## src/sv/hs_pkg.sv

```systemverilog
package hs_pkg;

  localparam int BLOCK_BYTES  = 64;
  localparam int DIGEST_BYTES = 20;
  localparam int KEY_CNT_W    = $clog2(BLOCK_BYTES + 1);
  localparam int KEY_IDX_W    = $clog2(BLOCK_BYTES);

  localparam logic [7:0] IPAD     = 8'h36;
  localparam logic [7:0] OPAD     = 8'h5c;
  localparam logic [7:0] PAD_MARK = 8'h80;

  localparam logic [4:0][31:0] SHA1_IV = {
    32'hC3D2E1F0, 32'h10325476, 32'h98BADCFE, 32'hEFCDAB89, 32'h67452301
  };

  localparam logic [31:0] K0 = 32'h5A827999;
  localparam logic [31:0] K1 = 32'h6ED9EBA1;
  localparam logic [31:0] K2 = 32'h8F1BBCDC;
  localparam logic [31:0] K3 = 32'hCA62C1D6;

  typedef enum logic [3:0] {
    S_KEY, S_MSG, S_LCOPY, S_LPEND, S_IPAD, S_FIN, S_KSTORE, S_OPAD, S_DIG, S_OUT
  } seq_t;

  typedef enum logic [1:0] {CTX_KEY, CTX_INNER, CTX_OUTER} ctx_t;

  typedef enum logic [1:0] {F_MARK, F_ZERO, F_LEN, F_DONE} fin_t;

  typedef enum logic [1:0] {C_IDLE, C_ROUND, C_ADD} core_st_t;

  typedef struct packed {
    logic       init;
    logic       valid;
    logic [7:0] data;
    logic       count;
  } feed_t;

  typedef struct packed {
    logic        ready;
    logic [5:0]  fill;
    logic [63:0] bit_len;
  } core_stat_t;

  // Byte sel of a word, big-endian: sel 0 is the top byte.
  function automatic logic [7:0] word_byte(input logic [31:0] w, input logic [1:0] sel);
    logic [31:0] s;
    s = w >> {~sel, 3'b000};
    return s[7:0];
  endfunction

endpackage

```

## src/sv/hs_core.sv

```systemverilog
module hs_core
  import hs_pkg::*;
(
  input  logic             clk,
  input  logic             rst,
  input  feed_t            feed,
  output core_stat_t       stat,
  output logic [4:0][31:0] chain
);

  core_st_t          st;
  logic [6:0]        round;
  logic [5:0]        fill;
  logic [63:0]       bit_len;
  logic [4:0][31:0]  h;
  logic [31:0]       w [16];
  logic [23:0]       acc;
  logic [31:0]       a, b, c, d, e;

  logic [31:0] f, k, t, w_new, x;

  always_comb begin
    priority if (round < 7'd20) begin
      f = (b & c) | (~b & d);
      k = K0;
    end else if (round < 7'd40) begin
      f = b ^ c ^ d;
      k = K1;
    end else if (round < 7'd60) begin
      f = (b & c) | (b & d) | (c & d);
      k = K2;
    end else begin
      f = b ^ c ^ d;
      k = K3;
    end
    t = {a[26:0], a[31:27]} + f + e + k + w[0];
    // The window holds W[t] to W[t+15]; this is W[t+16].
    x = w[13] ^ w[8] ^ w[2] ^ w[0];
    w_new = {x[30:0], x[31]};
  end

  always_ff @(posedge clk) begin
    if (rst) begin
      st      <= C_IDLE;
      round   <= '0;
      fill    <= '0;
      bit_len <= '0;
      h       <= SHA1_IV;
    end else begin
      unique case (st)
        C_IDLE: begin
          if (feed.init) begin
            h       <= SHA1_IV;
            fill    <= '0;
            bit_len <= '0;
          end else if (feed.valid) begin
            fill <= fill + 6'd1;
            if (feed.count) bit_len <= bit_len + 64'd8;
            if (fill == 6'd63) begin
              st    <= C_ROUND;
              round <= '0;
            end
          end
        end
        C_ROUND: begin
          round <= round + 7'd1;
          if (round == 7'd79) st <= C_ADD;
        end
        C_ADD: begin
          h[0] <= h[0] + a;
          h[1] <= h[1] + b;
          h[2] <= h[2] + c;
          h[3] <= h[3] + d;
          h[4] <= h[4] + e;
          st   <= C_IDLE;
        end
        default: st <= C_IDLE;
      endcase
    end
  end

  always_ff @(posedge clk) begin
    if (st == C_IDLE && !feed.init && feed.valid) begin
      acc <= {acc[15:0], feed.data};
      if (fill[1:0] == 2'd3) begin
        for (int i = 0; i < 15; i++) w[i] <= w[i+1];
        w[15] <= {acc, feed.data};
      end
      if (fill == 6'd63) begin
        a <= h[0];
        b <= h[1];
        c <= h[2];
        d <= h[3];
        e <= h[4];
      end
    end else if (st == C_ROUND) begin
      for (int i = 0; i < 15; i++) w[i] <= w[i+1];
      w[15] <= w_new;
      a <= t;
      b <= a;
      c <= {b[1:0], b[31:2]};
      d <= c;
      e <= d;
    end
  end

  assign stat.ready   = (st == C_IDLE);
  assign stat.fill    = fill;
  assign stat.bit_len = bit_len;
  assign chain        = h;

endmodule

```

## src/sv/hmac_sha1_engine.sv

```systemverilog
// HMAC-SHA1 engine.
// Input channel (in_valid/in_ready): one beat per key or message byte. op = 0
// marks key beats, op = 1 message beats; last ends each part, and a beat with
// has_byte = 0 carries no byte (so a part may be empty). Beats for the wrong
// part are taken and dropped.
// Output channel (out_valid/out_ready): after the last message beat, five
// beats carry the digest words, word_index 0 to 4, last_word on the fifth.
// Throughput: key beats up to 64 bytes take one cycle each. Hashed bytes take
// one cycle each, and every full 64-byte block then holds the input while the
// shared SHA-1 round unit runs (one round per cycle, then the final add). Key
// bytes live in a 64-byte memory with one write and one read port; each pad
// byte is read from it before it is fed to the hash, one byte at a time.
// A key longer than 64 bytes first has its stored block loaded into the hash,
// and after its last beat it is padded and its 20-byte digest is stored as the
// new key.
// While the digest words wait on out_ready, no input is taken. Reset returns
// the block to awaiting a key, with an empty key and a fresh hash state.
module hmac_sha1_engine
  import hs_pkg::*;
(
  input  logic        clk,
  input  logic        rst,
  input  logic        in_valid,
  output logic        in_ready,
  input  logic        op,
  input  logic [7:0]  data_byte,
  input  logic        has_byte,
  input  logic        last,
  output logic        out_valid,
  input  logic        out_ready,
  output logic [31:0] digest_word,
  output logic [2:0]  word_index,
  output logic        last_word
);

  seq_t                 state, state_next;
  ctx_t                 ctx, ctx_next;
  fin_t                 fstep, fstep_next;
  logic [6:0]           cnt, cnt_next;
  logic                 fetched, fetched_next;
  logic                 started, started_next;
  logic [KEY_CNT_W-1:0] key_count, key_count_next;
  logic                 key_long, key_long_next;
  logic [7:0]           pend_byte, pend_byte_next;
  logic                 pend_last, pend_last_next;
  logic [2:0]           widx, widx_next;
  logic [4:0][31:0]     inner, inner_next;

  logic [7:0]           key_mem [BLOCK_BYTES];
  logic [7:0]           rdata;
  logic                 mem_we, mem_re;
  logic [KEY_IDX_W-1:0] mem_waddr;
  logic [7:0]           mem_wdata;

  feed_t            feed;
  core_stat_t       cstat;
  logic [4:0][31:0] chain;

  logic       accept;
  logic [7:0] key_byte;
  logic [7:0] pad;

  hs_core u_core (
    .clk   (clk),
    .rst   (rst),
    .feed  (feed),
    .stat  (cstat),
    .chain (chain)
  );

  always_ff @(posedge clk) begin
    if (mem_we) key_mem[mem_waddr] <= mem_wdata;
    if (mem_re) rdata <= key_mem[cnt[KEY_IDX_W-1:0]];
  end

  assign in_ready = (state == S_KEY || state == S_MSG) && cstat.ready;
  assign accept   = in_valid && in_ready;
  // Entries at or past the key length read as zero, so no clearing is needed.
  assign key_byte = (cnt < 7'(key_count)) ? rdata : 8'h00;
  assign pad      = (state == S_IPAD) ? IPAD : OPAD;

  assign out_valid   = (state == S_OUT);
  assign digest_word = chain[widx];
  assign word_index  = widx;
  assign last_word   = (widx == 3'd4);

  always_comb begin
    state_next     = state;
    ctx_next       = ctx;
    fstep_next     = fstep;
    cnt_next       = cnt;
    fetched_next   = fetched;
    started_next   = started;
    key_count_next = key_count;
    key_long_next  = key_long;
    pend_byte_next = pend_byte;
    pend_last_next = pend_last;
    widx_next      = widx;
    inner_next     = inner;
    feed           = '0;
    mem_we         = 1'b0;
    mem_re         = 1'b0;
    mem_waddr      = key_count[KEY_IDX_W-1:0];
    mem_wdata      = data_byte;

    unique case (state)
      S_KEY: begin
        if (accept && !op) begin
          if (has_byte && !key_long && key_count == KEY_CNT_W'(BLOCK_BYTES)) begin
            // The key outgrows one block: hash the stored block, then this byte.
            key_long_next  = 1'b1;
            pend_byte_next = data_byte;
            pend_last_next = last;
            cnt_next       = '0;
            started_next   = 1'b0;
            fetched_next   = 1'b0;
            state_next     = S_LCOPY;
          end else begin
            if (has_byte) begin
              if (key_long) begin
                feed.valid = 1'b1;
                feed.data  = data_byte;
                feed.count = 1'b1;
              end else begin
                mem_we         = 1'b1;
                key_count_next = key_count + KEY_CNT_W'(1);
              end
            end
            if (last) begin
              cnt_next     = '0;
              started_next = 1'b0;
              fetched_next = 1'b0;
              fstep_next   = F_MARK;
              ctx_next     = CTX_KEY;
              state_next   = key_long ? S_FIN : S_IPAD;
            end
          end
        end
      end

      S_MSG: begin
        if (accept && op) begin
          if (has_byte) begin
            feed.valid = 1'b1;
            feed.data  = data_byte;
            feed.count = 1'b1;
          end
          if (last) begin
            fstep_next = F_MARK;
            ctx_next   = CTX_INNER;
            state_next = S_FIN;
          end
        end
      end

      S_LCOPY, S_IPAD, S_OPAD: begin
        if (!started) begin
          if (cstat.ready) begin
            feed.init    = 1'b1;
            started_next = 1'b1;
          end
        end else if (!fetched) begin
          mem_re       = 1'b1;
          fetched_next = 1'b1;
        end else if (cstat.ready) begin
          feed.valid   = 1'b1;
          feed.count   = 1'b1;
          feed.data    = (state == S_LCOPY) ? rdata : (key_byte ^ pad);
          fetched_next = 1'b0;
          cnt_next     = cnt + 7'd1;
          if (cnt == 7'(BLOCK_BYTES - 1)) begin
            cnt_next = '0;
            unique case (state)
              S_LCOPY: state_next = S_LPEND;
              S_IPAD:  state_next = S_MSG;
              default: state_next = S_DIG;
            endcase
          end
        end
      end

      S_LPEND: begin
        if (cstat.ready) begin
          feed.valid = 1'b1;
          feed.data  = pend_byte;
          feed.count = 1'b1;
          fstep_next = F_MARK;
          ctx_next   = CTX_KEY;
          state_next = pend_last ? S_FIN : S_KEY;
        end
      end

      S_FIN: begin
        if (cstat.ready) begin
          unique case (fstep)
            F_MARK: begin
              feed.valid = 1'b1;
              feed.data  = PAD_MARK;
              fstep_next = F_ZERO;
            end
            F_ZERO: begin
              if (cstat.fill == 6'd56) begin
                cnt_next   = '0;
                fstep_next = F_LEN;
              end else begin
                feed.valid = 1'b1;
              end
            end
            F_LEN: begin
              feed.valid = 1'b1;
              feed.data  = 8'(cstat.bit_len >> {~cnt[2:0], 3'b000});
              cnt_next   = cnt + 7'd1;
              if (cnt[2:0] == 3'd7) fstep_next = F_DONE;
            end
            default: begin
              cnt_next     = '0;
              started_next = 1'b0;
              fetched_next = 1'b0;
              unique case (ctx)
                CTX_KEY:   state_next = S_KSTORE;
                CTX_INNER: begin
                  inner_next = chain;
                  state_next = S_OPAD;
                end
                default: begin
                  widx_next  = '0;
                  state_next = S_OUT;
                end
              endcase
            end
          endcase
        end
      end

      S_KSTORE: begin
        mem_we    = 1'b1;
        mem_waddr = cnt[KEY_IDX_W-1:0];
        mem_wdata = word_byte(chain[cnt[4:2]], cnt[1:0]);
        cnt_next  = cnt + 7'd1;
        if (cnt == 7'(DIGEST_BYTES - 1)) begin
          key_count_next = KEY_CNT_W'(DIGEST_BYTES);
          cnt_next       = '0;
          started_next   = 1'b0;
          fetched_next   = 1'b0;
          state_next     = S_IPAD;
        end
      end

      S_DIG: begin
        if (cstat.ready) begin
          feed.valid = 1'b1;
          feed.count = 1'b1;
          feed.data  = word_byte(inner[cnt[4:2]], cnt[1:0]);
          cnt_next   = cnt + 7'd1;
          if (cnt == 7'(DIGEST_BYTES - 1)) begin
            fstep_next = F_MARK;
            ctx_next   = CTX_OUTER;
            state_next = S_FIN;
          end
        end
      end

      S_OUT: begin
        if (out_ready) begin
          widx_next = widx + 3'd1;
          if (widx == 3'd4) begin
            feed.init      = 1'b1;
            key_count_next = '0;
            key_long_next  = 1'b0;
            state_next     = S_KEY;
          end
        end
      end

      default: state_next = S_KEY;
    endcase
  end

  always_ff @(posedge clk) begin
    if (rst) begin
      state     <= S_KEY;
      ctx       <= CTX_KEY;
      fstep     <= F_MARK;
      cnt       <= '0;
      fetched   <= 1'b0;
      started   <= 1'b0;
      key_count <= '0;
      key_long  <= 1'b0;
      widx      <= '0;
    end else begin
      state     <= state_next;
      ctx       <= ctx_next;
      fstep     <= fstep_next;
      cnt       <= cnt_next;
      fetched   <= fetched_next;
      started   <= started_next;
      key_count <= key_count_next;
      key_long  <= key_long_next;
      widx      <= widx_next;
    end
  end

  always_ff @(posedge clk) begin
    pend_byte <= pend_byte_next;
    pend_last <= pend_last_next;
    inner     <= inner_next;
  end

`ifndef SYNTHESIS
  a_feed_when_ready: assert property (@(posedge clk) disable iff (rst)
    (feed.valid || feed.init) |-> cstat.ready)
    else $error("byte or init sent to the SHA-1 unit while it is busy");

  a_key_count_max: assert property (@(posedge clk) disable iff (rst)
    key_count <= KEY_CNT_W'(BLOCK_BYTES))
    else $error("key length above one block");

  a_no_input_during_output: assert property (@(posedge clk) disable iff (rst)
    out_valid |-> !in_ready)
    else $error("input taken while digest words are pending");

  a_widx_range: assert property (@(posedge clk) disable iff (rst)
    out_valid |-> (widx <= 3'd4))
    else $error("digest word index out of range");
`endif

endmodule

```

## config.mk

```make
export PLATFORM = sky130hd
export DESIGN_NAME = hmac_sha1_engine
export DESIGN_NICKNAME = d
export VERILOG_FILES = /design/src/sv/hs_pkg.sv /design/src/sv/hs_core.sv /design/src/sv/hmac_sha1_engine.sv
export SDC_FILE = /design/constraint.sdc
export NUM_CORES = 2
export LEC_CHECK = 0
export BUFFER_PORTS_ARGS = -buffer_cell sky130_fd_sc_hd__buf_2
export CAP_MARGIN = 20
export CORE_UTILIZATION = 50
export DETAILED_ROUTE_END_ITERATION = 6
export MAX_ROUTING_LAYER = met4
export PLACE_DENSITY_LB_ADDON = 0.15
export SYNTH_ARGS = -nofsm -noshare
export SYNTH_HDL_FRONTEND = slang
export SYNTH_SLANG_ARGS = --single-unit
```

## constraint.sdc

```tcl
create_clock -name clk -period 40.1 [get_ports clk]
set_clock_uncertainty 0.1 [all_clocks]
set_input_delay 8.02 -clock clk [delete_from_list [all_inputs] [get_ports clk]]
set_output_delay 8.02 -clock clk [all_outputs]
set_load 0.01 [all_outputs]
```

; ---- After elaboration in Yosys (flattened, before gate mapping)
; Memory sizes are Yosys's and may differ from the RTL's. A register that Yosys moved wholly into a read port is not among the register bits.
; Cells that the tools add are included.
[totals]
ff_bits = 620
ramBits = 1024
in_bits = 15
out_inout_bits = 38
wordCells = 381
memories = 2
[memory_table]
columns = name, words, word_bits, read_ports, rd_clocked_by_memory_dff, write_ports, line_no
row1 = key_mem, 64, 8, 1, 1, 1, hmac_sha1_engine.sv:49  ; logic [7:0] key_mem [BLOCK_BYTES];
row2 = u_core.w, 16, 32, 16, 0, 16, hs_core.sv:16  ; logic [31:0] w [16];
[op_classes]
add_sub_neg = 15
magnitude_cmp = 6
n_eq_ne = 55
shifts = 3
n_mux = 187
bitwise_logic = 33
n_reduce_logical = 49
[ops]
columns = op, count
row1 = 32-bit 2-to-1 mux, 39
row2 = 160-bit case mux with 2 select lines, 1
row3 = 32-bit adder, 9
row4 = 32-bit binary-select mux with 3-bit select, 3
row5 = 64-bit 2-to-1 mux, 3
row6 = 160-bit 2-to-1 mux, 1
row7 = 32-bit XOR, 5
row8 = 7-bit 2-to-1 mux, 22
row9 = 32-bit bitwise AND, 4
row10 = 10-bit 2-to-1 mux, 11
row11 = 32-bit OR, 3
row12 = 4-bit 2-to-1 mux, 17
row13 = 64-bit by 4-bit adder with 64-bit output (second input constant), 1
row14 = 32-bit by 5-bit right shift with 8-bit output, 2
row15 = 64-bit by 6-bit right shift with 8-bit output, 1
row16 = 9-bit case mux with 6 select lines, 1
row17 = 2-bit 2-to-1 mux, 21
row18 = 7-bit case mux with 3 select lines, 2
row19 = 2-bit != test (second input constant), 19
row20 = 1-bit 2-to-1 mux, 35
row21 = 7-bit case mux with 5 select lines, 1
row22 = 32-bit NOT, 1
row23 = 4-bit case mux with 8 select lines, 1
row24 = 31-bit 2-to-1 mux, 1
row25 = other kinds (64), 144

; ---- Longest topological paths before layout
[logic_depth]
word_depth = 12
mapped_depth = 27
mapped_depth_nobuf = 25

; ---- Hierarchy
; From an unflattened synthesis, not the netlist that was laid out.
[hier_totals]
hier_cells = 5860
hier_area_um2 = 77476.8
[by_module_without_submodules]
columns = mod, instances, cells_each, area_each_um2, seq_area_each_um2
row1 = hs_core, 1, 3922, 45068.2, 25624.6
row2 = hmac_sha1_engine, 1, 1938, 32408.6, 21250.4

; ---- Least setup slack after synthesis
; No wires, ideal clock.
[synth_timing]
path_type = input to register
start = input port op
end = memory u_core.w[0][0], enable pin
setup_time_ns = 3.690
arrival_time_ns = 17.720
required_ns = 36.310
slack_ns = 18.591
stages = 9
n_path_buf = 2
path_cell_list = nor3b_1 a21oi_1 nor4b_4 a211oi_4 o31ai_2 nand2_1 buf_2 buf_2 nand2_1
[synth_rtl]
columns = element, line_no
row1 = from (decl), hmac_sha1_engine.sv:25  ; input logic op,
row2 = to (decl), hs_core.sv:16

==> run summary <==
Synth Register Bits = 1,649
Syn Inst Count = 5,602
WL final = 222 mm
Max rail drop VDD = 41.1 uV
crit path to = u_core.w[2][92]
TritonCTS clock tree = done
Post-DRT Antenna Nets = 0
CP max FO = 163
I/O Buffers = 52
CP endpoint kind = flip-flop
Die W = 396 um
P_leak = 29.5 nW
Setup CP Type = in2reg
Mapped Nets = 5,956
pin count of the biggest net entering global routing = 164
Max Slew Vio Count = 0
slew margin rel. = 13.1%
Final Net Count = 6,035
Post-CTS Setup Bufs = 0
post-synthesis sequential area ratio = 60.5%
Syn-to-layout area delta = 10.9%
root buf cell = clkbuf_16
Worst Setup SP = op
Reg clk slew, reported paths = 60 ps
compound-cell area share of the yosys netlist = 9.60%
first-pass GRT wire length = 322 mm
crit share post-route = 32.3%
Cell variety after synth = 90
status = complete, no violations
xor/xnor share of the synthesized area = 3.58%
Mean Syn Cell Area = 13.8 um2
Post-synth ARST share = 0%
total power per unit cell area = 42.2 nW/um2
Vias = 48,631
vias in the first global route = 46,510
EDFF count, synth = 1,385
WL per Instance = 28.2 um
Post-CTS Resized = 0
Cell Area, Synth = 77,500 um2
Core Box Area = 154,000 um2
DRC viols = 0
main flop type after synthesis = edfxtp_1
Post-DP HPWL = 153 mm
WP data required = 40,440 ps
Iter 0 DRT Violations = 5,255
Final min period = 12,970 ps
clk buf depth = 3
worst hold slack = 297 ps
post-route setup TNS = 0 ps
synth warn = 0
final setup vio count = 0
Final Hold Fails = 0
row count = 144
fillers = 12,390
RSZ-0062 raised after global routing = false
DIE AREA = 156,000 um2
FMAX = 77.1 MHz
top-level I/O count = 53
Reg-to-Reg End = u_core.a[30]
initial antenna violation count = 10
worst-case reg-to-reg path depth = 22
hold buffers post-CTS = 0
DR pass1 iterations = 6
CTS buffer count = 173
Startpoint Class = input pin
Slew @ Worst Pin = 1290 ps
max cap viols = 0
DR vias/cell = 6.18
worst hold path class = reg2reg
layout cell share with drive strength beyond 1 = 14.7%
Die Y = 396 um
Worst R2R Start = u_core.round[4]
worst skew pair latency = 830 ps
mux cell area share after synthesis = 10.0%
GP Congestion = 0.989
clk sink count = 1,649
GRT Total Usage = 29.1%
GR Overflow Total = 0
Simple-Gate Fraction of Synth Area = 7.06%
largest family of logic cells by synthesized area = multiplexers
Post-Synth Adder-Cell Area = 6.63%
flop-to-flop setup slack = 32,240 ps
Critical Path AT = 13,310 ps
H-Tree Depth = 4
Initial Utilization = 50.3%
## layout make-up
class | instances | area (um2) | area share (%)
Antenna cell | 4 | 10.0 | 0.0117
Tap cell | 2044 | 2560 | 2.98
Multi-Input combinational cell | 3433 | 28800 | 33.5
Sequential cell | 1649 | 46900 | 54.6
Clock inverter | 89 | 865 | 1.01
Timing Repair Buffer | 150 | 1070 | 1.25
Inverter | 274 | 1030 | 1.20
Clock buffer | 228 | 4690 | 5.46
## per-layer routing
metal / up-vias / wire, um / global-route usage (%)
met5: - / 0 / -
met1: 24651 / 91700 / 39.2
met3: 426 / 17400 / 5.00
met2: 2117 / 101000 / 43.4
li1: 21437 / - / -
met4: 0 / 11600 / 13.7
## where the power goes
group          internal [mW]  switching (mW)  leakage (nW)
sequential              1.85          0.0114          14.6
clock                  0.870           0.693          2.69
combinational         0.0816           0.127          12.2
total                   2.80           0.831          29.5
## cell usage after synthesis, types with 53 or more instances
| master | n | area [um2] |
|---|---|---|
| a21o_1 | 99 | 743 |
| ha_1 | 220 | 2750 |
| o22ai_1 | 57 | 357 |
| fa_1 | 119 | 2380 |
| a211oi_1 | 53 | 398 |
| nand2b_1 | 79 | 494 |
| inv_1 | 271 | 1020 |
| mux2_2 | 118 | 1330 |
| edfxtp_1 | 1385 | 41600 |
| a22oi_1 | 55 | 413 |
| o21ai_0 | 294 | 1470 |
| nand2_1 | 326 | 1220 |
| and3_1 | 72 | 450 |
| xnor2_1 | 198 | 1730 |
| nor2_1 | 391 | 1470 |
| xor2_1 | 119 | 1040 |
| mux4_2 | 258 | 5810 |
| dfxtp_1 | 264 | 5290 |
| mux2i_1 | 63 | 631 |
| clkbuf_1 | 169 | 634 |
| a21oi_1 | 333 | 1670 |
| nand3_1 | 81 | 405 |
## critical path, cell delays in order
cell and delay (ps):
buf_2 140, nor3b_1 230, a21oi_1 100, nor4b_4 630
a211oi_4 170, o31ai_4 100, buf_4 520, nand2_2 160
nand2_4 590, buf_4 780, buf_4 890, buf_12 580
## logic make-up after synthesis
kind of cell	count (synthesis)
AO/OA/AOI/OAI	1168
XOR/XNOR	317
adder cells (fa/ha/maj)	339
buffers and inverters	520
flip-flops	1649
multiplexers	439
AND/OR/NAND/NOR	1170
## stage by stage
| stage | cells | area, um2 | total power [mW] | util [%] | worst slack (ps) |
|---|---|---|---|---|---|
| after floorplan | 5602 | 77500 | 2.03 | - | 18590 |
| after global placement | 7548 | 80300 | 2.10 | 52.2 | 26370 |
| after detailed placement | 7549 | 80300 | 2.10 | 52.2 | 26250 |
| after CTS | 7866 | 85900 | 3.66 | 55.8 | 27160 |
| after global routing | 7869 | 85900 | 3.73 | 55.8 | 26800 |
| final | 7871 | 85900 | 3.63 | 55.8 | 27130 |
## worst min path at each step
stage                     slack (ps)               end       startpoint  depth (start not counted)
after floorplan                  300    u_core.w[0][0]  u_core.w[0][32]                          0
after global placement           300    u_core.w[1][3]  u_core.w[1][35]                          0
after detailed placement         300  u_core.w[0][112]  u_core.w[1][16]                          0
after CTS                        300    u_core.w[2][6]  u_core.w[2][38]                          0
after global routing             300    u_core.w[2][6]  u_core.w[2][38]                          0
final                            300   u_core.w[1][15]  u_core.w[1][47]                          0
## placed cells by master (no fill, tap or decap), drive strengths merged, types with 13 or more instances in the layout
cell	count
nand4	38
or2	16
mux2	118
o221ai	18
edfxtp	1385
dfxtp	264
nor3	45
nand2b	80
clkinv	79
a31oi	27
nor2	395
xor2	119
xnor2	198
o21a	14
o211ai	21
or3	28
and2	15
inv	274
o31ai	18
clkbuf	229
ha	220
and4	13
fa	119
a221o	19
mux4	258
a21o	99
a211oi	56
mux2i	63
o21ai	297
nand2	327
buf	149
o21bai	23
and3	72
o22ai	57
nor2b	34
nand3	81
a21oi	333
a22oi	55
## flip-flops by register name, summed over array words and instances, names as in the netlist, 3 cells and up
register,flops
u_core.fill,6
inner,160
u_core.a,32
u_core.c,32
u_core.chain,160
u_core.round,7
cnt,7
u_core.b,32
u_core.d,32
rdata,8
key_count,7
u_core.acc,24
pend_byte,8
u_core.bit_len,61
key_mem,512
u_core.w,512
u_core.e,32
state,4
word_index,3
Power figures use the tool's default switching activity.
